$ cat src/rtl/assert_macros.svh
// Assertion macros shared by the scheduler RTL.
// Self-contained; expects the including scope to supply clock and reset names.
`ifndef ASSERT_MACROS_SVH
`define ASSERT_MACROS_SVH

// Plain property, sampled on the rising clock edge, off while reset is asserted.
`define WRR_ASSERT(name, clk_sig, rst_n, prop, msg) \
	name: assert property (@(posedge clk_sig) disable iff (!rst_n) (prop)) else $error(msg);

// Same-cycle implication.
`define WRR_ASSERT_IMPL(name, clk_sig, rst_n, ante, cons, msg) \
	name: assert property (@(posedge clk_sig) disable iff (!rst_n) (ante) |-> (cons)) \
		else $error(msg);

// Next-cycle implication.
`define WRR_ASSERT_NEXT(name, clk_sig, rst_n, ante, cons, msg) \
	name: assert property (@(posedge clk_sig) disable iff (!rst_n) (ante) |=> (cons)) \
		else $error(msg);

`endif

$ cat src/rtl/wrr_pkg.sv
// Shared types and constants for the weighted round-robin scheduler.
// No dependencies.
package wrr_pkg;

	localparam int DEPTH_DEF      = 16;
	localparam int ID_WIDTH_DEF   = 8;
	localparam int PRIO_WIDTH_DEF = 4;
	localparam int OP_W           = 2;

	typedef enum logic [OP_W-1:0] {
		OP_INSERT = 2'd0,
		OP_REMOVE = 2'd1,
		OP_TICK   = 2'd2,
		OP_NOP    = 2'd3
	} op_t;

endpackage

$ cat src/rtl/wrr_if.sv
// Valid/ready channel interfaces for scheduler commands and status beats.
// Depends on wrr_pkg.
interface wrr_cmd_if #(
	parameter int ID_WIDTH   = wrr_pkg::ID_WIDTH_DEF,
	parameter int PRIO_WIDTH = wrr_pkg::PRIO_WIDTH_DEF
);
	logic                      valid;
	logic                      ready;
	logic [wrr_pkg::OP_W-1:0]  opcode;
	logic [ID_WIDTH-1:0]       task_id;
	logic [PRIO_WIDTH-1:0]     priority_req;

	modport source (output valid, opcode, task_id, priority_req, input ready);
	modport sink   (input valid, opcode, task_id, priority_req, output ready);
endinterface

interface wrr_res_if #(
	parameter int ID_WIDTH  = wrr_pkg::ID_WIDTH_DEF,
	parameter int CNT_WIDTH = $clog2(wrr_pkg::DEPTH_DEF + 1)
);
	logic                 valid;
	logic                 ready;
	logic                 current_valid;
	logic [ID_WIDTH-1:0]  current_task;
	logic [CNT_WIDTH-1:0] entry_count;
	logic                 insert_dropped;

	modport source (output valid, current_valid, current_task, entry_count, insert_dropped,
		input ready);
	modport sink   (input valid, current_valid, current_task, entry_count, insert_dropped,
		output ready);
endinterface

$ cat src/rtl/weighted_round_robin_scheduler.sv
// Weighted round-robin scheduler: one command beat in, one status beat out.
// Depends on wrr_pkg, wrr_if.sv (wrr_cmd_if, wrr_res_if) and assert_macros.svh.
//
// The block takes one command beat every cycle, unless a full input register waits on a
// stalled output side, and returns one status beat per command. A command sits in an
// input register, one pass of slot-update logic resolves it, and the status lands in an
// output register; the input register refills while a status beat waits, so a stall on
// the output side costs nothing until both registers are full. The ring is a row of
// DEPTH slots held so that slot 0 is always the current task and slots 0..count-1 are in
// scheduling order: insert writes slot count, remove shifts every slot down by one, and a
// quantum expiry shifts down and drops the old current task into slot count-1. Each slot
// thus looks only at its neighbor, slot 0, the count and the command, which is what sets
// the one beat per cycle rate at any depth. The tick counter survives a remove. The ring
// slots need no reset and no clearing pass; only the count, the counter and the handshake
// state are cleared by arst_n.
`include "assert_macros.svh"

module weighted_round_robin_scheduler #(
	parameter int DEPTH      = wrr_pkg::DEPTH_DEF,
	parameter int ID_WIDTH   = wrr_pkg::ID_WIDTH_DEF,
	parameter int PRIO_WIDTH = wrr_pkg::PRIO_WIDTH_DEF
) (
	input  logic       clk,
	input  logic       arst_n,
	wrr_cmd_if.sink    cmd,
	wrr_res_if.source  res
);

	localparam int CNT_W  = $clog2(DEPTH + 1);
	// quantum is priority+1, so it needs one bit more than the priority
	localparam int TICK_W = PRIO_WIDTH + 1;

	typedef struct packed {
		logic [ID_WIDTH-1:0] id;
		logic [TICK_W-1:0]   quantum;
	} slot_t;

	// input stage
	logic                  s1_valid_q;
	wrr_pkg::op_t          op_s1;
	logic [ID_WIDTH-1:0]   id_s1;
	logic [PRIO_WIDTH-1:0] prio_s1;

	// scheduler state
	slot_t                 ring_q [DEPTH];
	slot_t                 ring_d [DEPTH];
	logic [CNT_W-1:0]      occ_q, occ_d;
	logic [TICK_W-1:0]     tick_q, tick_d;
	logic [TICK_W-1:0]     tick_inc;

	// output register
	logic                  res_valid_q;
	logic                  cur_valid_q;
	logic [ID_WIDTH-1:0]   cur_task_q;
	logic [CNT_W-1:0]      count_q;
	logic                  dropped_q;

	logic                  res_adv;
	logic                  fire;
	logic                  do_shift;
	logic                  do_rotate;
	logic                  do_insert;
	logic                  dropped;
	slot_t                 new_slot;

	// The output register frees up when empty or when its beat is taken.
	assign res_adv   = !res_valid_q || res.ready;
	assign fire      = s1_valid_q && res_adv;
	assign cmd.ready = !s1_valid_q || res_adv;

	// Capture the command beat.
	always_ff @(posedge clk or negedge arst_n) begin
		if (!arst_n) begin
			s1_valid_q <= 1'b0;
		end else if (cmd.ready) begin
			s1_valid_q <= cmd.valid;
		end
	end

	always_ff @(posedge clk) begin
		if (cmd.ready && cmd.valid) begin
			op_s1   <= wrr_pkg::op_t'(cmd.opcode);
			id_s1   <= cmd.task_id;
			prio_s1 <= cmd.priority_req;
		end
	end

	assign tick_inc = tick_q + TICK_W'(1);
	assign new_slot = '{id: id_s1, quantum: TICK_W'(prio_s1) + TICK_W'(1)};

	// Decode the command against the current count and counter.
	always_comb begin
		occ_d     = occ_q;
		tick_d    = tick_q;
		do_shift  = 1'b0;
		do_rotate = 1'b0;
		do_insert = 1'b0;
		dropped   = 1'b0;
		if (fire) begin
			unique case (op_s1)
				wrr_pkg::OP_INSERT: begin
					if (occ_q == CNT_W'(DEPTH)) begin
						// ring full: drop and flag
						dropped = 1'b1;
					end else begin
						do_insert = 1'b1;
						occ_d     = occ_q + CNT_W'(1);
						// first task starts a fresh quantum
						if (occ_q == '0) begin
							tick_d = '0;
						end
					end
				end
				wrr_pkg::OP_REMOVE: begin
					// counter is kept across a remove
					if (occ_q != '0) begin
						do_shift = 1'b1;
						occ_d    = occ_q - CNT_W'(1);
					end
				end
				wrr_pkg::OP_TICK: begin
					if (occ_q != '0) begin
						if (tick_inc >= ring_q[0].quantum) begin
							// quantum spent: current task goes to the tail
							tick_d    = '0;
							do_shift  = 1'b1;
							do_rotate = 1'b1;
						end else begin
							tick_d = tick_inc;
						end
					end
				end
				wrr_pkg::OP_NOP: begin
				end
				default: begin
				end
			endcase
		end
	end

	// Per-slot update: hold, take the upper neighbor, take the old head, or take the new task.
	for (genvar g = 0; g < DEPTH; g++) begin : g_slot
		slot_t upper;
		if (g == DEPTH - 1) begin : g_wrap
			assign upper = ring_q[0];
		end else begin : g_mid
			assign upper = ring_q[g+1];
		end

		always_comb begin
			ring_d[g] = ring_q[g];
			if (do_shift) begin
				ring_d[g] = upper;
			end
			if (do_rotate && (CNT_W'(g) == occ_q - CNT_W'(1))) begin
				ring_d[g] = ring_q[0];
			end
			if (do_insert && (CNT_W'(g) == occ_q)) begin
				ring_d[g] = new_slot;
			end
		end
	end

	always_ff @(posedge clk) begin
		ring_q <= ring_d;
	end

	always_ff @(posedge clk or negedge arst_n) begin
		if (!arst_n) begin
			occ_q  <= '0;
			tick_q <= '0;
		end else begin
			occ_q  <= occ_d;
			tick_q <= tick_d;
		end
	end

	// Status beat reflects the state after the command.
	always_ff @(posedge clk or negedge arst_n) begin
		if (!arst_n) begin
			res_valid_q <= 1'b0;
		end else if (res_adv) begin
			res_valid_q <= s1_valid_q;
		end
	end

	always_ff @(posedge clk) begin
		if (fire) begin
			cur_valid_q <= (occ_d != '0);
			cur_task_q  <= (occ_d != '0) ? ring_d[0].id : '0;
			count_q     <= occ_d;
			dropped_q   <= dropped;
		end
	end

	assign res.valid          = res_valid_q;
	assign res.current_valid  = cur_valid_q;
	assign res.current_task   = cur_task_q;
	assign res.entry_count    = count_q;
	assign res.insert_dropped = dropped_q;

	`WRR_ASSERT(a_occ_bound, clk, arst_n, occ_q <= CNT_W'(DEPTH), "occupancy above depth")
	`WRR_ASSERT(a_tick_bound, clk, arst_n, tick_q < (TICK_W'(1) << PRIO_WIDTH), "tick counter past largest quantum")
	`WRR_ASSERT_NEXT(a_drop_flag, clk, arst_n, fire && op_s1 == wrr_pkg::OP_INSERT && occ_q == CNT_W'(DEPTH), res.insert_dropped, "insert into full ring not flagged")
	`WRR_ASSERT_IMPL(a_cur_valid, clk, arst_n, res.valid, res.current_valid == (res.entry_count != '0), "current_valid disagrees with count")

endmodule

$ cat src/flat_wrapper.sv
// flat-port wrapper written by rule: the top's interface ports become plain ports
module weighted_round_robin_scheduler_flat 
#(
	parameter int DEPTH      = wrr_pkg::DEPTH_DEF,
	parameter int ID_WIDTH   = wrr_pkg::ID_WIDTH_DEF,
	parameter int PRIO_WIDTH = wrr_pkg::PRIO_WIDTH_DEF
)
  (clk, arst_n, cmd_valid, cmd_opcode, cmd_task_id, cmd_priority_req, cmd_ready, res_valid, res_current_valid, res_current_task, res_entry_count, res_insert_dropped, res_ready);
  wrr_cmd_if #(.ID_WIDTH(ID_WIDTH), .PRIO_WIDTH(PRIO_WIDTH)) cmd_i ();
  wrr_res_if #(.ID_WIDTH(ID_WIDTH), .CNT_WIDTH(($clog2(DEPTH + 1)))) res_i ();
  input  logic clk;
  input  logic arst_n;
  input wire logic [$bits(cmd_i.valid)-1:0] cmd_valid;
  input wire logic [$bits(cmd_i.opcode)-1:0] cmd_opcode;
  input wire logic [$bits(cmd_i.task_id)-1:0] cmd_task_id;
  input wire logic [$bits(cmd_i.priority_req)-1:0] cmd_priority_req;
  output wire logic [$bits(cmd_i.ready)-1:0] cmd_ready;
  output wire logic [$bits(res_i.valid)-1:0] res_valid;
  output wire logic [$bits(res_i.current_valid)-1:0] res_current_valid;
  output wire logic [$bits(res_i.current_task)-1:0] res_current_task;
  output wire logic [$bits(res_i.entry_count)-1:0] res_entry_count;
  output wire logic [$bits(res_i.insert_dropped)-1:0] res_insert_dropped;
  input wire logic [$bits(res_i.ready)-1:0] res_ready;
  assign cmd_i.valid = cmd_valid;
  assign cmd_i.opcode = cmd_opcode;
  assign cmd_i.task_id = cmd_task_id;
  assign cmd_i.priority_req = cmd_priority_req;
  assign cmd_ready = cmd_i.ready;
  assign res_valid = res_i.valid;
  assign res_current_valid = res_i.current_valid;
  assign res_current_task = res_i.current_task;
  assign res_entry_count = res_i.entry_count;
  assign res_insert_dropped = res_i.insert_dropped;
  assign res_i.ready = res_ready;
  weighted_round_robin_scheduler #(.DEPTH(DEPTH), .ID_WIDTH(ID_WIDTH), .PRIO_WIDTH(PRIO_WIDTH)) u_core (.clk(clk), .arst_n(arst_n), .cmd(cmd_i), .res(res_i));
endmodule
$ cat config.mk
export PLATFORM = sky130hd
export DESIGN_NAME = weighted_round_robin_scheduler_flat
export DESIGN_NICKNAME = d
export VERILOG_FILES = /design/src/rtl/wrr_pkg.sv /design/src/rtl/wrr_if.sv /design/src/rtl/weighted_round_robin_scheduler.sv /design/src/flat_wrapper.sv
export VERILOG_INCLUDE_DIRS = /design/src /design/src/rtl
export SDC_FILE = /design/constraint.sdc
export NUM_CORES = 1
export LEC_CHECK = 0
export ABC_CLOCK_PERIOD_IN_PS = 3400
export BUFFER_PORTS_ARGS = -buffer_cell sky130_fd_sc_hd__clkbuf_2
export CAP_MARGIN = 20
export CORE_ASPECT_RATIO = 0.9
export CORE_UTILIZATION = 41
export DETAILED_ROUTE_END_ITERATION = 7
export PLACE_DENSITY = 0.59
export SETUP_SLACK_MARGIN = 0.4
export SYNTH_ARGS = -nofsm -noshare
export SYNTH_HDL_FRONTEND = slang
export SYNTH_SLANG_ARGS = --single-unit
$ cat constraint.sdc
create_clock -name clk -period 3.4 [get_ports clk]
set_clock_uncertainty 0.2 [all_clocks]
set_input_delay 0.17 -clock clk [delete_from_list [all_inputs] [get_ports clk]]
set_output_delay 0.17 -clock clk [all_outputs]
set_load 0.01 [all_outputs]
==> summary.md, run 1 <==
| Metric | Value |
|---|---|
| Status | finished, final reports clean |
| CP arrival | 3.32 ns |
| Antenna violations before repair | 1 |
| CP startpoint | u_core.tick_q[0] |
| Seq/Total Area, Yosys | 56.7% |
| Fmax | 0.318 GHz |
| Relative slew slack | 19.0% |
| Fin nets | 1,378 |
| Drt pass-1 iters | 5 |
| Startpoint Class | flop |
| Dpl hpwl | 22,100 µm |
| CTS Sinks | 249 |
| Peak VDD IR | 0.690 mV |
| Number of vias per cell | 5.86 |
| Number of DRC markers in iteration 0 | 1,084 |
| Port bufs | 34 |
| Core Util, Final | 54.1% |
| Synth unique cells | 55 |
| Setup-failing EPs final | 0 |
| RSZ-0062 raised after global routing | yes |
| Post-synth EDFFs | 229 |
| Wire length per cell | 22.5 µm |
| Drt drc | 0 |
| Design Power | 10.3 mW |
| Max-slew violation total from the final report | 0 |
| CP top delay family | compound AO/OA/AOI/OAI gates |
| Largest fanout on the critical path | 6 |
| Ys Warns | 0 |
| Final worst-path cycle share | 92.4% |
| H-tree Lvls | 1 |
| Die width | 189 µm |
| Grt ovf | 0 |
| Antenna Nets Post-Route | 0 |
| Post-layout min period | 3.14 ns |
| Switching part of the total | 34.4% |
| Post-synth ARST share | 4.82% |
| CTS clk-pin slew, worst paths | 0.07 ns |
| Skew-Pair Late Insertion Delay | 0.55 ns |
| Die Area | 32,300 µm² |
| Sequential share of power | 41.1% |
| Number of global-route vias before repair | 9,499 |
| Worst reg2reg path depth | 12 |
| Starting Density | 41.8% |
| Placed Cells | 1,628 |
| Largest net degree at the start of global routing | 31 |
| Syn Area/Cell | 10.5 µm² |
| Layout fillers | 2,634 |
| CTS Buf Count | 27 |
| Capture point of the worst path | u_core.res.current_task[4] |
| Routed WL | 39,800 µm |
| WP buf/inv | 3 |
| Power per cell area | 616 nW/µm² |
| Die H | 171 µm |
| Layout cell share with drive strength beyond 1 | 27.4% |
| Mapped cell area | 12,900 µm² |
| CTS tree | built |
| Worst slew pin tran | 1.21 ns |
| Final worst slack | 0.260 ns |
| Crit-path cells | ha_4 -> xor2_2 -> ha_1 -> nand2_2 -> o211a_4 -> nor4_4 -> clkbuf_16 -> a211oi_4 -> buf_4 -> buf_12 -> nand2b_4 -> a311oi_2 |
| Hold WS | 0.132 ns |
| Mapped Cells | 1,236 |
| CP Capture Type | flop |
| Mapped Nets | 1,271 |
| Hold crit path type | input port to flop |
| Worst EP required | 3.58 ns |
| Combinational Power Share | 27.5% |
| Finished Layout Cells | 1,772 |
| R2R Path End | u_core.res.current_task[4] |
| MaxCap Viol Count | 0 |
| Area of the core | 31,000 µm² |
| GPL Wtd Cong | 0.931 |
| Setup slack, reg-to-reg | 0.26 ns |
| Synthesis-stage register bit count | 249 |
| GRT Overall Usage | 22.9% |
| P_leak | 6.99 nW |
| Clock network fraction of design power | 31.4% |
| Vias | 10,380 |
| Cell internal pwr | 6.77 mW |
| Num rows | 61 |
| IO Pins | 35 |
| Switch Pwr | 3.56 mW |
| Ys flop type | edfxtp_1 |
| Clock Tree Root | clkbuf_16 |
| First-pass GRT wire length | 56,200 µm |
| Ant. Diodes | 0 |
| Dpl ws | -0.165 ns |
| CP Depth | 12 |
| Area growth from synthesis to layout | 29.6% |
| Setup Crit Path Kind | flop to flop |
| Crit-path max cell delay | 0.43 ns |
| FF-to-FF Start | u_core.tick_q[0] |
| Critical path's slowest cell | dfrtp_1 |
| Final hold violations | 0 |
| Max clock buf depth | 3 |
## flip-flops by register name (all words and copies together) (netlist names)
| signal | flops |
|---|---|
| u_core.g_slot.upper | 208 |
| u_core.id_s1 | 8 |
| u_core.res.current_task | 8 |
| u_core.occ_q | 5 |
| u_core.res.entry_count | 5 |
| u_core.tick_q | 5 |
| u_core.prio_s1 | 4 |
| u_core.op_s1 | 2 |
| u_core.res.current_valid | 1 |
| u_core.res.insert_dropped | 1 |
| u_core.res.valid | 1 |
| u_core.s1_valid_q | 1 |
## worst min-delay path by stage
stage,from,end,slack (ns),cells past startpoint
after floorplan,arst_n,u_core.occ_q[0],-0.33,0
after global placement,arst_n,u_core.s1_valid_q,-0.10,1
after detailed placement,arst_n,u_core.s1_valid_q,-0.10,1
after CTS,cmd_priority_req[3],u_core.prio_s1[3],0.12,2
after global routing,cmd_task_id[6],u_core.id_s1[6],0.14,2
final,cmd_priority_req[3],u_core.prio_s1[3],0.13,2
## power by group through the flow
stage          combinational, mW  clock, mW  sequential (mW)
2_1_floorplan               1.39          0             4.00
3_3_place_gp                2.04          0             4.25
3_5_place_dp                2.08          0             4.26
4_1_cts                     2.30       3.26             4.20
5_1_grt                     3.01       3.36             4.27
6_report                    2.84       3.25             4.24
## worst reg2reg max path: stages, from the launching register on
cell and delay, ns:
dfrtp_1 0.43, ha_4 0.20, xor2_2 0.15, ha_1 0.34
nand2_2 0.08, o211a_4 0.26, nor4_4 0.32, clkbuf_16 0.20
a211oi_4 0.05, buf_4 0.18, buf_12 0.13, nand2b_4 0.14
a311oi_2 0.29
## metrics by stage
stage	setup TNS [ns]	area, µm²
after global placement	-0.204	13700
after global routing	0	16800
final	0	16800
after floorplan	0	13000
after CTS	0	15500
after detailed placement	-1.89	13700
## what timing repair did
action                                  in CTS  in global routing
resized for setup                           83                166
pin swaps                                   18                126
hold buffers                                19                  0
buffers inserted                            15                 27
hold endpoints to repair                    28                  0
endpoints found under the setup margin     403                404
gates cloned                                12                 22
## routing by layer
metal	GRT usage (%)	wire, µm	vias to the layer above
met3	4.00	3240	84
met1	31.8	17000	5069
li1	-	-	4760
met5	0	0	-
met2	36.5	18500	467
met4	6.94	1040	0
## layout by cell type, fill, tap and decap left out, types with 13 or more instances in the layout
| cell | netlist | routed |
|---|---|---|
| a21oi_1 | 159 | 142 |
| a21oi_2 | 0 | 17 |
| a22oi_1 | 26 | 25 |
| a31oi_1 | 55 | 49 |
| buf_4 | 6 | 62 |
| buf_6 | 5 | 34 |
| clkbuf_16 | 0 | 33 |
| clkbuf_2 | 0 | 34 |
| dlygate4sd3_1 | 0 | 19 |
| edfxtp_1 | 229 | 229 |
| ha_1 | 17 | 13 |
| inv_1 | 16 | 16 |
| mux2i_1 | 87 | 84 |
| nand2_1 | 175 | 149 |
| nand2_2 | 11 | 30 |
| nand3_1 | 47 | 21 |
| nand3_4 | 0 | 43 |
| nor2_1 | 157 | 154 |
## final cells by class
type / instances / area, µm² / share of cell area, %
inverters: 16 / 60.1 / 0.358
well taps: 409 / 512 / 3.05
repair buffers: 170 / 1640 / 9.79
clock inverters: 13 / 215 / 1.28
flip-flops and latches: 249 / 7340 / 43.8
clock buffers: 36 / 749 / 4.47
multi-input cells: 879 / 6250 / 37.3
## Yosys cell counts (all sizes together), types with 17 or more instances
cell	instances	share of area, %
nand2	186	5.6
buf	48	2.1
nor2	157	4.6
mux2i	87	6.7
nand3	53	2.3
and3	19	0.92
a22oi	26	1.5
a21oi	159	6.1
a31oi	55	2.7
ha	17	1.6
edfxtp	229	53
clkbuf	66	1.9
## cell families after synthesis
family,count (synthesis),synth area share (%)
fa+ha+maj,17,1.64
compound gates,281,13.4
simple gates,451,15.5
flops,249,56.7
mux,97,7.60
xor+xnor,11,0.745
buf+inv,130,4.48
(Power assumes the default switching activity.)
==> run 2, diff against run 1 <==
CELL_PAD_IN_SITES_DETAIL_PLACEMENT = 1   (was unset)
CELL_PAD_IN_SITES_GLOBAL_PLACEMENT = 1   (was unset)
PLACE_DENSITY = 0.71   (was 0.59)
==> run 2 against run 1 <==
Count of clock-buffer cells in the layout is 2 higher; sequential power increased by 4%; setup slack got worse by 0.22 ns; sequential share of layout area up 0.36 points; critical path depth grew 1; hold slack gained 0.0016 ns; non-clock buffer count down 7; maximum frequency shrank 6.5%; register-to-register slack worse by 0.22 ns; clock power fell by 3%; final area shrank 0.81%; first-iteration DRC count up 10%; critical path type unchanged.
==> summary.md, run 2 (same netlist as run 1, synthesis figures left out) <==
| Metric | Value |
|---|---|
| Drt drc | 0 |
| CTS Sinks | 249 |
| Worst slew pin tran | 1.23 ns |
| Skew-Pair Late Insertion Delay | 0.55 ns |
| Min-Delay Startpoint | cmd_task_id[7] |
| MaxCap Viol Count | 0 |
| Routed WL | 47,500 µm |
| GRT Overall Usage | 25.9% |
| H-tree Lvls | 1 |
| Number of DRC markers in iteration 0 | 1,193 |
| Port bufs | 34 |
| FF-to-FF Start | u_core.tick_q[0] |
| Dpl ws | -0.109 ns |
| GPL Wtd Cong | 0.887 |
| Die Area | 32,300 µm² |
| Fin nets | 1,371 |
| Worst EP required | 3.54 ns |
| Max-slew violation total from the final report | 0 |
| Final worst-path cycle share | 98.8% |
| Setup Crit Path Kind | flop to flop |
| Ant. Diodes | 0 |
| Starting Density | 41.8% |
| R2R Path End | u_core.g_slot[2].upper[4] |
| CP Capture Type | flop |
| Max clock buf depth | 3 |
| CTS tree | built |
| Die width | 189 µm |
| Drt pass-1 iters | 6 |
| Number of vias per cell | 6.24 |
| Die H | 171 µm |
| Final hold violations | 0 |
| Placed Cells | 1,619 |
| CP arrival | 3.50 ns |
| Commonest non-fill, non-tap cell in the layout | edfxtp_1 |
| Power per cell area | 615 nW/µm² |
| Fmax | 0.298 GHz |
| Antenna Nets Post-Route | 0 |
| Setup-failing EPs final | 0 |
| Vias | 11,018 |
| Wire length per cell | 26.9 µm |
| FF/Latch Area | 7340 µm² |
| Hold Path Depth | 2 |
| Startpoint Class | flop |
| Setup TNS Final | 0 ns |
| Area growth from synthesis to layout | 28.5% |
| Post-layout min period | 3.36 ns |
| IO Pins | 35 |
| Layout fillers | 3,261 |
| Design Power | 10.2 mW |
| Num rows | 61 |
| Worst reg2reg path depth | 13 |
| Largest net degree at the start of global routing | 31 |
| RSZ-0062 raised after global routing | yes |
| Finished Layout Cells | 1,767 |
| Relative slew slack | 18.1% |
| P_leak | 6.93 nW |
| Largest fanout on the critical path | 12 |
| Most frequent cells in the layout | edfxtp_1 (229), nor2_1 (154), a21oi_1 (139) |
| WHS Endpoint | u_core.id_s1[7] |
| Setup slack, reg-to-reg | 0.04 ns |
| Number of global-route vias before repair | 10,690 |
| Final worst slack | 0.0414 ns |
| Peak VDD IR | 0.545 mV |
| Antenna violations before repair | 2 |
| First-pass GRT wire length | 63,300 µm |
| CTS clk-pin slew, worst paths | 0.07 ns |
| Multi-input gate area | 6120 µm² |
| Area of the core | 31,000 µm² |
| CTS Buf Count | 28 |
| Dpl hpwl | 24,600 µm |
| Status | finished, final reports clean |
| Grt ovf | 0 |
| Max FFs per register | 208 |
| Hold crit path type | input port to flop |
| Layout cell share with drive strength beyond 1 | 27.8% |
| Clock Tree Root | clkbuf_16 |
run 2: cell count changes in the layout (fill, tap and decap cells not counted), sizes merged:
cell      change
buf           -9
clkbuf        +4
bufinv        -3
clkinvlp      +3
clkinv        +2
a211oi        +1
inv           -1
nand2         -1
nand3         -1
run 2: repair_timing:
item / in CTS / in global routing
pin swaps: 13 / 97
hold buffers: 19 / 0
endpoints found under the setup margin: 392 / 409
setup buffers: 22 / 20
gates cloned: 13 / 21
resized for setup: 71 / 134
endpoints found under the hold margin: 28 / 0
run 2: report_power, final:
group	internal [mW]	switching, mW
combinational	0.914	1.76
sequential	3.76	0.640
clock	1.85	1.30
run 2: metrics by stage:
step	cell area [µm²]	utilization, %	hold WS (ns)
finish	16600	53.7	0.134
global placement	13700	44.1	-0.105
CTS	15500	50.2	0.114
detailed placement	13700	44.1	-0.0970
global route	16600	53.7	0.130
floorplan	13000	-	-0.326
run 2: worst max path at each step:
stage	from	to	slack [ns]
2_1_floorplan	u_core.tick_q[0]	u_core.g_slot[0].upper[0]	0.41
3_3_place_gp	u_core.tick_q[0]	u_core.g_slot[15].upper[1]	-0.0004
3_5_place_dp	u_core.tick_q[0]	u_core.g_slot[15].upper[2]	-0.11
4_1_cts	u_core.tick_q[0]	u_core.g_slot[13].upper[8]	0.31
5_1_grt	u_core.tick_q[0]	u_core.g_slot[13].upper[4]	0.04
6_report	u_core.tick_q[0]	u_core.g_slot[2].upper[4]	0.04
run 2: critical path, cell delays in order, from the launching register on:
cell,delay (ns)
dfrtp_1,0.43
ha_4,0.19
buf_6,0.12
xor2_4,0.15
ha_4,0.30
nand2_4,0.06
o211a_4,0.29
nor4_4,0.25
buf_6,0.18
buf_4,0.12
buf_8,0.14
and3_4,0.29
nand2_1,0.10
a31oi_1,0.32
run 2: layout make-up:
class	instances	area share [%]
inverters	16	0.361
multi-input cells	878	36.8
well taps	409	3.08
clock buffers	38	4.75
repair buffers	163	9.94
flip-flops and latches	249	44.1
clock inverters	14	0.933
run 2: routing by layer:
| layer | GRT usage [%] | vias up | wire length [µm] |
|---|---|---|---|
| li1 | - | 4750 | - |
| met1 | 34.0 | 5654 | 18800 |
| met2 | 43.9 | 470 | 23400 |
| met3 | 3.86 | 138 | 3560 |
| met4 | 8.59 | 6 | 1740 |
| met5 | 0 | - | 40 |
